## src/rtl/core/tlr_pkg.sv

```systemverilog
// Package: shared constants and types of the thick line rasteriser.
package tlr_pkg;

    localparam int COORD_BITS_DEF = 11;
    localparam int THICK_BITS_DEF = 8;
    localparam int PIX_BITS       = 13;
    localparam int COLOR_BITS     = 32;
    localparam int ERR_BITS       = 16;
    localparam int FIFO_DEPTH     = 2;

    typedef enum logic [1:0] {
        PH_IDLE   = 2'd0,
        PH_ADJUST = 2'd1,
        PH_NEXT   = 2'd2,
        PH_DRAW   = 2'd3
    } phase_t;

    typedef enum logic {
        REQ_CMD  = 1'b0,
        REQ_TICK = 1'b1
    } req_t;

endpackage

```

## src/rtl/core/tlr_front.sv

```systemverilog
// Front end: command latch and Bresenham stepping, one tick per beat.
module tlr_front #(
    parameter int COORD_BITS = tlr_pkg::COORD_BITS_DEF,
    parameter int THICK_BITS = tlr_pkg::THICK_BITS_DEF
) (
    input  logic                        clk,
    input  logic                        rst_n,
    input  logic                        in_valid,
    input  logic                        req_type,
    input  logic [COORD_BITS-1:0]       x_start,
    input  logic [COORD_BITS-1:0]       y_start,
    input  logic [COORD_BITS-1:0]       x_end,
    input  logic [COORD_BITS-1:0]       y_end,
    input  logic [THICK_BITS-1:0]       thickness,
    input  logic [31:0]                 line_color,
    output logic                        res_valid,
    output logic [tlr_pkg::PIX_BITS-1:0] res_x,
    output logic [tlr_pkg::PIX_BITS-1:0] res_y,
    output logic [31:0]                 res_color,
    output logic                        res_last
);
    import tlr_pkg::*;

    localparam int CW = PIX_BITS;
    localparam int EW = ERR_BITS;

    phase_t                phase_reg, phase_next;
    logic signed [CW-1:0]  ose_reg [4];
    logic signed [CW-1:0]  ose_next [4];
    logic signed [EW-1:0]  oerr_reg, oerr_next;
    logic [THICK_BITS-1:0] ocnt_reg, ocnt_next;
    logic [THICK_BITS-1:0] lines_reg, lines_next;
    logic [2:0]            sso_reg, sso_next;
    logic [CW-1:0]         adx_reg, adx_next, ady_reg, ady_next;
    logic signed [CW-1:0]  ip_reg [2];
    logic signed [CW-1:0]  ip_next [2];
    logic signed [EW-1:0]  ierr_reg, ierr_next;
    logic                  ovl_reg, ovl_next;
    logic                  pv_reg, pv_next;
    logic signed [CW-1:0]  px_reg, px_next, py_reg, py_next;
    logic [31:0]           col_reg, col_next;

    // derived walk parameters
    logic                  o_maj, i_maj;
    logic signed [CW-1:0]  o_smaj, o_smin, i_smaj, i_smin;
    logic signed [EW-1:0]  o_majd, o_mind, i_majd, i_mind;

    function automatic void derive(
        input  logic [2:0] sso, input logic [CW-1:0] adx, input logic [CW-1:0] ady,
        output logic omaj,
        output logic signed [CW-1:0] osmaj, output logic signed [CW-1:0] osmin,
        output logic signed [EW-1:0] omajd, output logic signed [EW-1:0] omind,
        output logic imaj,
        output logic signed [CW-1:0] ismaj, output logic signed [CW-1:0] ismin,
        output logic signed [EW-1:0] imajd, output logic signed [EW-1:0] imind
    );
        logic nx, ny, sw;
        logic signed [CW-1:0] sx, sy, sxi, syi;
        nx  = sso[0];
        ny  = sso[1];
        sw  = (nx == ny);
        sx  = ny ? -CW'(1) : CW'(1);
        sy  = nx ? -CW'(1) : CW'(1);
        sxi = nx ? -CW'(1) : CW'(1);
        syi = ny ? -CW'(1) : CW'(1);
        if (ady >= adx)
        begin
            omaj  = 1'b0;
            omajd = EW'(ady);
            omind = EW'(adx);
            if (sw)
                sy = -sy;
            else
                sx = -sx;
            osmaj = sx;
            osmin = sy;
        end
        else
        begin
            omaj  = 1'b1;
            omajd = EW'(adx);
            omind = EW'(ady);
            if (sw)
                sx = -sx;
            else
                sy = -sy;
            osmaj = sy;
            osmin = sx;
        end
        if (sso[2])
        begin
            imaj = 1'b0; ismaj = sxi; ismin = syi; imajd = EW'(adx); imind = EW'(ady);
        end
        else
        begin
            imaj = 1'b1; ismaj = syi; ismin = sxi; imajd = EW'(ady); imind = EW'(adx);
        end
    endfunction

    always_comb
    begin
        derive(sso_reg, adx_reg, ady_reg, o_maj, o_smaj, o_smin, o_majd,
               o_mind, i_maj, i_smaj, i_smin, i_majd, i_mind);
    end

    // command decode
    logic signed [CW-1:0]  c_dx, c_dy, c_adx, c_ady;
    logic [2:0]            c_sso;
    logic [THICK_BITS-1:0] c_th, c_adj;
    logic                  c_flip;
    logic signed [EW-1:0]  c_omajd, c_omind;

    always_comb
    begin
        c_dx  = $signed(CW'(x_end)) - $signed(CW'(x_start));
        c_dy  = $signed(CW'(y_end)) - $signed(CW'(y_start));
        c_adx = c_dx[CW-1] ? -c_dx : c_dx;
        c_ady = c_dy[CW-1] ? -c_dy : c_dy;
        c_sso = {(c_adx > c_ady), c_dy[CW-1], c_dx[CW-1]};
        c_th  = (thickness == '0) ? THICK_BITS'(1) : thickness;
        // perpendicular walk: major/minor lengths and whether the split flips
        if (c_ady >= c_adx)
        begin
            c_omajd = EW'(c_ady);
            c_omind = EW'(c_adx);
            c_flip  = (c_dx[CW-1] == c_dy[CW-1]);
        end
        else
        begin
            c_omajd = EW'(c_adx);
            c_omind = EW'(c_ady);
            c_flip  = (c_dx[CW-1] != c_dy[CW-1]);
        end
        c_adj = c_th >> 1;
        if (c_flip)
            c_adj = (c_th - THICK_BITS'(1)) - c_adj;
    end

    always_comb
    begin
        logic mn, last;
        logic signed [CW-1:0] ox, oy;
        logic walk_dir_back, moved;
        phase_next = phase_reg;
        ose_next   = ose_reg;
        oerr_next  = oerr_reg;
        ocnt_next  = ocnt_reg;
        lines_next = lines_reg;
        sso_next   = sso_reg;
        adx_next   = adx_reg;
        ady_next   = ady_reg;
        ip_next    = ip_reg;
        ierr_next  = ierr_reg;
        ovl_next   = ovl_reg;
        pv_next    = pv_reg;
        px_next    = px_reg;
        py_next    = py_reg;
        col_next   = col_reg;
        res_valid  = 1'b0;
        res_x      = '0;
        res_y      = '0;
        res_last   = 1'b0;
        mn = ~o_maj;
        last = 1'b0;
        ox = '0;
        oy = '0;
        moved = 1'b0;
        walk_dir_back = 1'b0;

        if (in_valid && req_type == REQ_CMD)
        begin
            col_next   = line_color;
            sso_next   = c_sso;
            adx_next   = c_adx;
            ady_next   = c_ady;
            ose_next[0] = CW'(x_start);
            ose_next[1] = CW'(y_start);
            ose_next[2] = CW'(x_end);
            ose_next[3] = CW'(y_end);
            ocnt_next  = c_adj;
            oerr_next  = (c_omind <<< 1) - c_omajd;
            ovl_next   = 1'b0;
            pv_next    = 1'b0;
            phase_next = PH_ADJUST;
            lines_next = c_th - THICK_BITS'(1);
        end
        else if (in_valid)
        begin
            case (phase_reg)
                PH_ADJUST, PH_NEXT:
                begin
                    walk_dir_back = (phase_reg == PH_ADJUST);
                    if (walk_dir_back && ocnt_reg != '0)
                    begin
                        ose_next[o_maj]     = ose_reg[o_maj] - o_smaj;
                        ose_next[2 + o_maj] = ose_reg[2 + o_maj] - o_smaj;
                        if (!oerr_reg[EW-1])
                        begin
                            ose_next[mn]     = ose_reg[mn] - o_smin;
                            ose_next[2 + mn] = ose_reg[2 + mn] - o_smin;
                            oerr_next = oerr_reg - (o_majd <<< 1) + (o_mind <<< 1);
                        end
                        else
                            oerr_next = oerr_reg + (o_mind <<< 1);
                        ocnt_next = ocnt_reg - THICK_BITS'(1);
                    end
                    else
                    begin
                        if (walk_dir_back)
                        begin
                            ocnt_next = lines_reg;
                            oerr_next = (o_mind <<< 1) - o_majd;
                            ovl_next  = 1'b0;
                        end
                        else
                        begin
                            ose_next[o_maj]     = ose_reg[o_maj] + o_smaj;
                            ose_next[2 + o_maj] = ose_reg[2 + o_maj] + o_smaj;
                            moved = ~oerr_reg[EW-1];
                            if (moved)
                            begin
                                ose_next[mn]     = ose_reg[mn] + o_smin;
                                ose_next[2 + mn] = ose_reg[2 + mn] + o_smin;
                                oerr_next = oerr_reg - (o_majd <<< 1) + (o_mind <<< 1);
                            end
                            else
                                oerr_next = oerr_reg + (o_mind <<< 1);
                            ovl_next = moved;
                            if (ocnt_reg != '0)
                                ocnt_next = ocnt_reg - THICK_BITS'(1);
                        end
                        // start a parallel line at the (new) start point
                        ip_next[0] = ose_next[0];
                        ip_next[1] = ose_next[1];
                        ierr_next  = (i_mind <<< 1) - i_majd;
                        res_valid  = 1'b1;
                        res_x      = ose_next[0];
                        res_y      = ose_next[1];
                        if (ose_next[i_maj] != ose_next[2 + i_maj])
                            phase_next = PH_DRAW;
                        else if (ocnt_next == '0)
                        begin
                            phase_next = PH_IDLE;
                            last = 1'b1;
                        end
                        else
                            phase_next = PH_NEXT;
                        res_last = last;
                    end
                end
                PH_DRAW:
                begin
                    if (pv_reg)
                    begin
                        pv_next   = 1'b0;
                        res_valid = 1'b1;
                        res_x     = px_reg;
                        res_y     = py_reg;
                        if (ip_reg[i_maj] != ose_reg[2 + i_maj])
                            phase_next = PH_DRAW;
                        else if (ocnt_reg == '0)
                        begin
                            phase_next = PH_IDLE;
                            res_last = 1'b1;
                        end
                        else
                            phase_next = PH_NEXT;
                    end
                    else
                    begin
                        ip_next[i_maj] = ip_reg[i_maj] + i_smaj;
                        ox = i_maj ? ip_reg[0] : ip_next[0];
                        oy = i_maj ? ip_next[1] : ip_reg[1];
                        if (!ierr_reg[EW-1])
                        begin
                            ip_next[~i_maj] = ip_reg[~i_maj] + i_smin;
                            ierr_next = ierr_reg - (i_majd <<< 1) + (i_mind <<< 1);
                        end
                        else
                            ierr_next = ierr_reg + (i_mind <<< 1);
                        res_valid = 1'b1;
                        if (!ierr_reg[EW-1] && ovl_reg)
                        begin
                            pv_next = 1'b1;
                            px_next = ip_next[0];
                            py_next = ip_next[1];
                            res_x   = ox;
                            res_y   = oy;
                        end
                        else
                        begin
                            res_x = ip_next[0];
                            res_y = ip_next[1];
                            if (ip_next[i_maj] != ose_reg[2 + i_maj])
                                phase_next = PH_DRAW;
                            else if (ocnt_reg == '0)
                            begin
                                phase_next = PH_IDLE;
                                res_last = 1'b1;
                            end
                            else
                                phase_next = PH_NEXT;
                        end
                    end
                end
                default:
                begin
                    phase_next = phase_reg;
                end
            endcase
        end
        res_color = col_next;
    end

    always_ff @(posedge clk or negedge rst_n)
    begin
        if (!rst_n)
        begin
            phase_reg <= PH_IDLE;
            pv_reg    <= 1'b0;
            ovl_reg   <= 1'b0;
            ocnt_reg  <= '0;
            lines_reg <= '0;
            sso_reg   <= '0;
            adx_reg   <= '0;
            ady_reg   <= '0;
            oerr_reg  <= '0;
            ierr_reg  <= '0;
            col_reg   <= '0;
        end
        else
        begin
            phase_reg <= phase_next;
            pv_reg    <= pv_next;
            ovl_reg   <= ovl_next;
            ocnt_reg  <= ocnt_next;
            lines_reg <= lines_next;
            sso_reg   <= sso_next;
            adx_reg   <= adx_next;
            ady_reg   <= ady_next;
            oerr_reg  <= oerr_next;
            ierr_reg  <= ierr_next;
            col_reg   <= col_next;
        end
    end

    always_ff @(posedge clk or negedge rst_n)
    begin
        if (!rst_n)
        begin
            ose_reg <= '{default: '0};
            ip_reg  <= '{default: '0};
            px_reg  <= '0;
            py_reg  <= '0;
        end
        else
        begin
            ose_reg <= ose_next;
            ip_reg  <= ip_next;
            px_reg  <= px_next;
            py_reg  <= py_next;
        end
    end

endmodule

```

## src/rtl/core/tlr_queue.sv

```systemverilog
// Result queue: small FIFO between the stepper and the pixel consumer.
module tlr_queue #(
    parameter int WIDTH = 59,
    parameter int DEPTH = tlr_pkg::FIFO_DEPTH
) (
    input  logic             clk,
    input  logic             rst_n,
    input  logic             wr_en,
    input  logic [WIDTH-1:0] wr_data,
    output logic             full,
    input  logic             rd_en,
    output logic             empty,
    output logic [WIDTH-1:0] rd_data
);
    import tlr_pkg::*;

    localparam int AW = (DEPTH > 1) ? $clog2(DEPTH) : 1;

    logic [WIDTH-1:0] mem [DEPTH];
    logic [AW-1:0]    wp_reg, rp_reg;
    logic [AW:0]      cnt_reg;

    assign full    = (cnt_reg == (AW+1)'(DEPTH));
    assign empty   = (cnt_reg == '0);
    assign rd_data = mem[rp_reg];

    always_ff @(posedge clk)
    begin
        if (wr_en)
            mem[wp_reg] <= wr_data;
    end

    always_ff @(posedge clk or negedge rst_n)
    begin
        if (!rst_n)
        begin
            wp_reg  <= '0;
            rp_reg  <= '0;
            cnt_reg <= '0;
        end
        else
        begin
            if (wr_en)
                wp_reg <= (wp_reg == AW'(DEPTH - 1)) ? '0 : wp_reg + AW'(1);
            if (rd_en)
                rp_reg <= (rp_reg == AW'(DEPTH - 1)) ? '0 : rp_reg + AW'(1);
            cnt_reg <= cnt_reg + (AW+1)'(wr_en) - (AW+1)'(rd_en);
        end
    end

endmodule

```

## src/rtl/core/thick_line_rasterizer_core.sv

```systemverilog
// Top level of the thick line rasteriser: stepper plus result FIFO.
//
// Input channel (push/full): a beat with req_type = command latches endpoints,
// thickness and colour and gives no pixel; a beat with req_type = tick advances
// the rasteriser one step and gives at most one pixel. Ticks while idle, and
// the ticks that shift the start point back, give nothing.
// Result channel (empty/pop): pixel_x/pixel_y (two's complement), pixel_color
// and last_pixel, which marks the final pixel of the whole thick line.
// A pixel enters the FIFO as its tick is accepted and is shown once those ahead of it are popped.
// Throughput: one beat per cycle while full is low; the stepper does one Bresenham
// update per tick.
// A two-entry FIFO parts the sides: full rises only when it holds two pixels
// the receiver has not popped; then input beats wait.
// Reset clears the phase to idle, the FIFO to empty and the line state to zero.
module thick_line_rasterizer_core #(
    parameter int COORD_BITS = tlr_pkg::COORD_BITS_DEF,
    parameter int THICK_BITS = tlr_pkg::THICK_BITS_DEF
) (
    input  logic                         clk,
    input  logic                         rst_n,
    input  logic                         push,
    output logic                         full,
    input  logic                         req_type,
    input  logic [COORD_BITS-1:0]        x_start,
    input  logic [COORD_BITS-1:0]        y_start,
    input  logic [COORD_BITS-1:0]        x_end,
    input  logic [COORD_BITS-1:0]        y_end,
    input  logic [THICK_BITS-1:0]        thickness,
    input  logic [31:0]                  line_color,
    output logic                         empty,
    input  logic                         pop,
    output logic signed [tlr_pkg::PIX_BITS-1:0] pixel_x,
    output logic signed [tlr_pkg::PIX_BITS-1:0] pixel_y,
    output logic [31:0]                  pixel_color,
    output logic                         last_pixel
);
    import tlr_pkg::*;

    localparam int QW = 2 * PIX_BITS + COLOR_BITS + 1;

    logic                acc;
    logic                res_valid, res_last;
    logic [PIX_BITS-1:0] res_x, res_y;
    logic [31:0]         res_color;
    logic [QW-1:0]       q_out;
    logic                q_rd;

    assign acc  = push && !full;
    assign q_rd = pop && !empty;

    tlr_front #(
        .COORD_BITS(COORD_BITS),
        .THICK_BITS(THICK_BITS)
    ) u_front (
        .clk        (clk),
        .rst_n      (rst_n),
        .in_valid   (acc),
        .req_type   (req_type),
        .x_start    (x_start),
        .y_start    (y_start),
        .x_end      (x_end),
        .y_end      (y_end),
        .thickness  (thickness),
        .line_color (line_color),
        .res_valid  (res_valid),
        .res_x      (res_x),
        .res_y      (res_y),
        .res_color  (res_color),
        .res_last   (res_last)
    );

    tlr_queue #(
        .WIDTH(QW),
        .DEPTH(FIFO_DEPTH)
    ) u_queue (
        .clk     (clk),
        .rst_n   (rst_n),
        .wr_en   (res_valid),
        .wr_data ({res_x, res_y, res_color, res_last}),
        .full    (full),
        .rd_en   (q_rd),
        .empty   (empty),
        .rd_data (q_out)
    );

    assign pixel_x     = q_out[QW-1 -: PIX_BITS];
    assign pixel_y     = q_out[QW-1-PIX_BITS -: PIX_BITS];
    assign pixel_color = q_out[COLOR_BITS:1];
    assign last_pixel  = q_out[0];

    // a pixel is only produced from an accepted tick
    a_res_needs_tick: assert property (@(posedge clk) disable iff (!rst_n)
        res_valid |-> (acc && req_type == REQ_TICK))
        else $error("pixel without tick");

    // a command beat never produces a pixel
    a_cmd_silent: assert property (@(posedge clk) disable iff (!rst_n)
        (acc && req_type == REQ_CMD) |-> !res_valid)
        else $error("command produced pixel");

    // the FIFO is never written while full
    a_no_overflow: assert property (@(posedge clk) disable iff (!rst_n)
        full |-> !res_valid)
        else $error("queue overflow");

endmodule

```

## config.mk

```make
export PLATFORM = sky130hd
export DESIGN_NAME = thick_line_rasterizer_core
export DESIGN_NICKNAME = d
export VERILOG_FILES = /design/src/rtl/core/tlr_pkg.sv /design/src/rtl/core/tlr_front.sv /design/src/rtl/core/tlr_queue.sv /design/src/rtl/core/thick_line_rasterizer_core.sv
export SDC_FILE = /design/constraint.sdc
export NUM_CORES = 2
export LEC_CHECK = 0
export ABC_AREA = 1
export BUFFER_PORTS_ARGS = -buffer_cell sky130_fd_sc_hd__buf_2
export CORE_ASPECT_RATIO = 1.25
export CORE_UTILIZATION = 30
export CTS_CLUSTER_SIZE = 14
export DETAILED_ROUTE_END_ITERATION = 10
export GPL_TIMING_DRIVEN = 0
export SLEW_MARGIN = 20
export SYNTH_ARGS = -nofsm -noshare
export SYNTH_HDL_FRONTEND = slang
export SYNTH_SLANG_ARGS = --single-unit
```

## constraint.sdc

```tcl
create_clock -name clk -period 6.1 [get_ports clk]
set_input_delay 1.83 -clock clk [delete_from_list [all_inputs] [get_ports clk]]
set_output_delay 1.83 -clock clk [all_outputs]
set_load 0.03 [all_outputs]
```

==> flow_metrics.tcl <==
set metrics [dict create \
    grt_setup_unrepaired "true" \
    r2r_slack_ns -0.11 \
    reg2reg_from "u_front.ady_reg[1]" \
    slew_viol_final 0 \
    drtIter0Drc 3480 \
    min_to "u_front.col_reg[22]" \
    use_met3 0.05118 \
    via_count 35060 \
    relSlewSlack 0.1643 \
    hold_start "u_front.col_reg[22]" \
    port_buffers 149 \
    ys_ff_latch 337 \
    start_util 0.3034 \
    grt_start_max_net_pins 79 \
    htree_levels 2 \
    fillers 11430 \
    startpoint_type "input pin" \
    path_common_cell "nand2_1" \
    wire_per_inst_um 23.78 \
    hold_depth 2 \
    clk_latency_ns 0.63 \
    grt.busiest_layer "met2" \
    gp_congestion 1.076 \
    worstPathRequired_ns 6.62 \
    cp-end-kind "register" \
    drt-total-wl_mm 154.5 \
    synthArstFlopShare 0.6499 \
    finalCritPeriodShare 1.152 \
    avgSynthCellArea_um2 6.846 \
    path_buf_inv 9 \
    seq_area_mm2 0.009034 \
    die_area_mm2 0.1095 \
    synth_warnings 0 \
    cts_tree "done" \
    reg2regPathDepth 30 \
    hold_viol_final 0 \
    die_h_um 369.7 \
    fin_cells 6498 \
    max_stage_delay_ns 0.39 \
    dp_hpwl_mm 120.4 \
    remaining_drc_errors 0 \
    hp-class "reg2reg" \
    nNetsFinal 5427 \
    cts.path.max_buffers 3 \
    syn_area_mm2 0.03245 \
    syn2layout_area_growth_pct 20.85 \
    grtUsageMet1 0.3300 \
    met2_usage 0.4435 \
    drv_cap 0 \
    violations "negative setup slack" \
    setup_ws_ns -0.9272 \
    multiInputGateArea_mm2 0.02185 \
    syn_inst 4740 \
    outcome "finished, violations left" \
    synthFlopType "dfrtp_1" \
    antenna_found_initial 6 \
    crit_arrival_ns 7.54 \
    skew_ns 0.05323 \
    die_w_um 296.2 \
    drive_gt1_frac 0.1336 \
    crit_fanout 7 \
    via_per_inst 5.396 \
    postRouteAntennaNets 0 \
    cp_slowest_cell "fa_2" \
    core-area_mm2 0.1070 \
    clock.fmax_mhz 142.3 \
    grt_pass1_vias 33740 \
    dp.cells 6328 \
    holdBufCountCts 0 \
    fin_crit_ns 7.027 \
    clk_pin_slew_worst_paths_ns 0.06 \
    worst_pin_slew_ns 1.254 \
    ioPinCount 150 \
    setup_violations 14 \
    first_pass_iters 6 \
    cpLargestDelayFamily "compound AO/OA/AOI/OAI gates" \
    reg2reg_to "u_front.oerr_reg[15]" \
    synth-edff-count 118 \
    clockRootBuffer "clkbuf_16" \
    largest_register_ffs 118 \
    crit_type "in2reg" \
    rows 134 \
    synth-seq-area-share 0.2781 \
    grt_util_all_layers 0.2751 \
    gr-total-overflow 0 \
    cts_inserted_buffers 43 \
    grt_pass1_wl_mm 221.7 \
    synth.distinct_cells 70 \
    cts_sinks 337 \
]
cell type report:
type / count / share of cell area
clock inverters: 23 / 0.008200
repair buffers: 259 / 0.04639
inverters: 535 / 0.05210
diodes: 4 / 0.0002552
well taps: 1428 / 0.04556
flip-flops and latches: 337 / 0.2304
plain buffers: 193 / 0.02945
clock buffers: 57 / 0.03031
repair inverters: 1 / 0.0001914
multi-input cells: 3661 / 0.5572
kinds of logic after synthesis:
logic type,Yosys count,share of synthesized area
other,2,0.0002314
adders and majority gates,307,0.1258
buffers and inverters,743,0.08972
and+or+nand+nor,1972,0.2490
xor gates and xnor gates,190,0.05151
DFF,337,0.2781
muxes,1,0.0003085
AOI/OAI and AO/OA,1188,0.2054
routing by layer:
layer,part of all wire,wire length (um)
met1,0.39,60000
met2,0.45,69370
met5,0.00021,33
met4,0.079,12270
met3,0.083,12850
layout by cell type, fill, tap and decap left out, drive strengths merged, types with 23 or more instances in the layout:
master,n
ha,275
clkbuf,190
inv,526
xor2,146
fa,32
a21oi,343
xnor2,44
nor3,36
edfxtp,118
a21o,23
nand2,1366
nand4,43
o211ai,47
nand3,230
o21ai,592
nor2,241
buf,319
dfrtp,219
worst min-delay path, cell delays in order, from the launching register on:
cell	delay [ns]
dfrtp_1	0.32
nand2_1	0.05
nand2_1	0.08
what timing repair did:
item | in CTS | in global routing
cloned | 1 | 1
pin swaps | 56 | 71
buffers inserted | 51 | 48
hold endpoints to repair | 0 | 0
setup endpoints to repair | 156 | 45
resized for setup | 227 | 187
how the worst max path moves through the flow:
stage                                      end  depth (start not counted)                  from
after detailed placement     u_queue.mem[0][0]                         37    u_front.adx_reg[3]
after global placement      u_queue.mem[1][54]                         11  u_front.phase_reg[0]
after global routing      u_front.oerr_reg[14]                         44              y_end[0]
final                     u_front.oerr_reg[14]                         44              y_end[0]
after CTS                 u_front.oerr_reg[12]                         44              y_end[0]
after floorplan           u_front.oerr_reg[12]                         44              y_end[0]
cell usage after synthesis (all sizes together) (23+ instances only):
master | instances | area, um^2
clkbuf | 149 | 559.3
xnor2 | 44 | 392.9
edfxtp | 118 | 3543
o21ai | 592 | 3008
dfrtp | 219 | 5480
nand4 | 43 | 269.0
nor2 | 241 | 938.4
inv | 526 | 1977
buf | 59 | 341.6
o211ai | 47 | 352.8
ha | 275 | 3441
nand3 | 230 | 1156
xor2 | 146 | 1279
a21oi | 343 | 1732
a21o | 23 | 172.7
fa | 32 | 640.6
nand2 | 1366 | 5150
nor3 | 36 | 180.2
per-stage QoR:
step           TNS, ns  instance area, um^2    util  worst slack (ns)  hold WS (ns)
2_1_floorplan   -4.275                32580       -           -0.7401        0.4422
3_3_place_gp   -857.77                35110  0.3282            -2.861        0.4616
3_5_place_dp   -184.69                35440  0.3313            -2.778        0.4678
4_1_cts         -5.952                38140  0.3565           -0.8566        0.4821
5_1_grt         -13.32                39210  0.3665            -1.223        0.5005
6_report        -8.247                39220  0.3666           -0.9272        0.4817
Power is not shown: default switching activity piles up to over one toggle a cycle in this logic, so the estimate is an artifact.
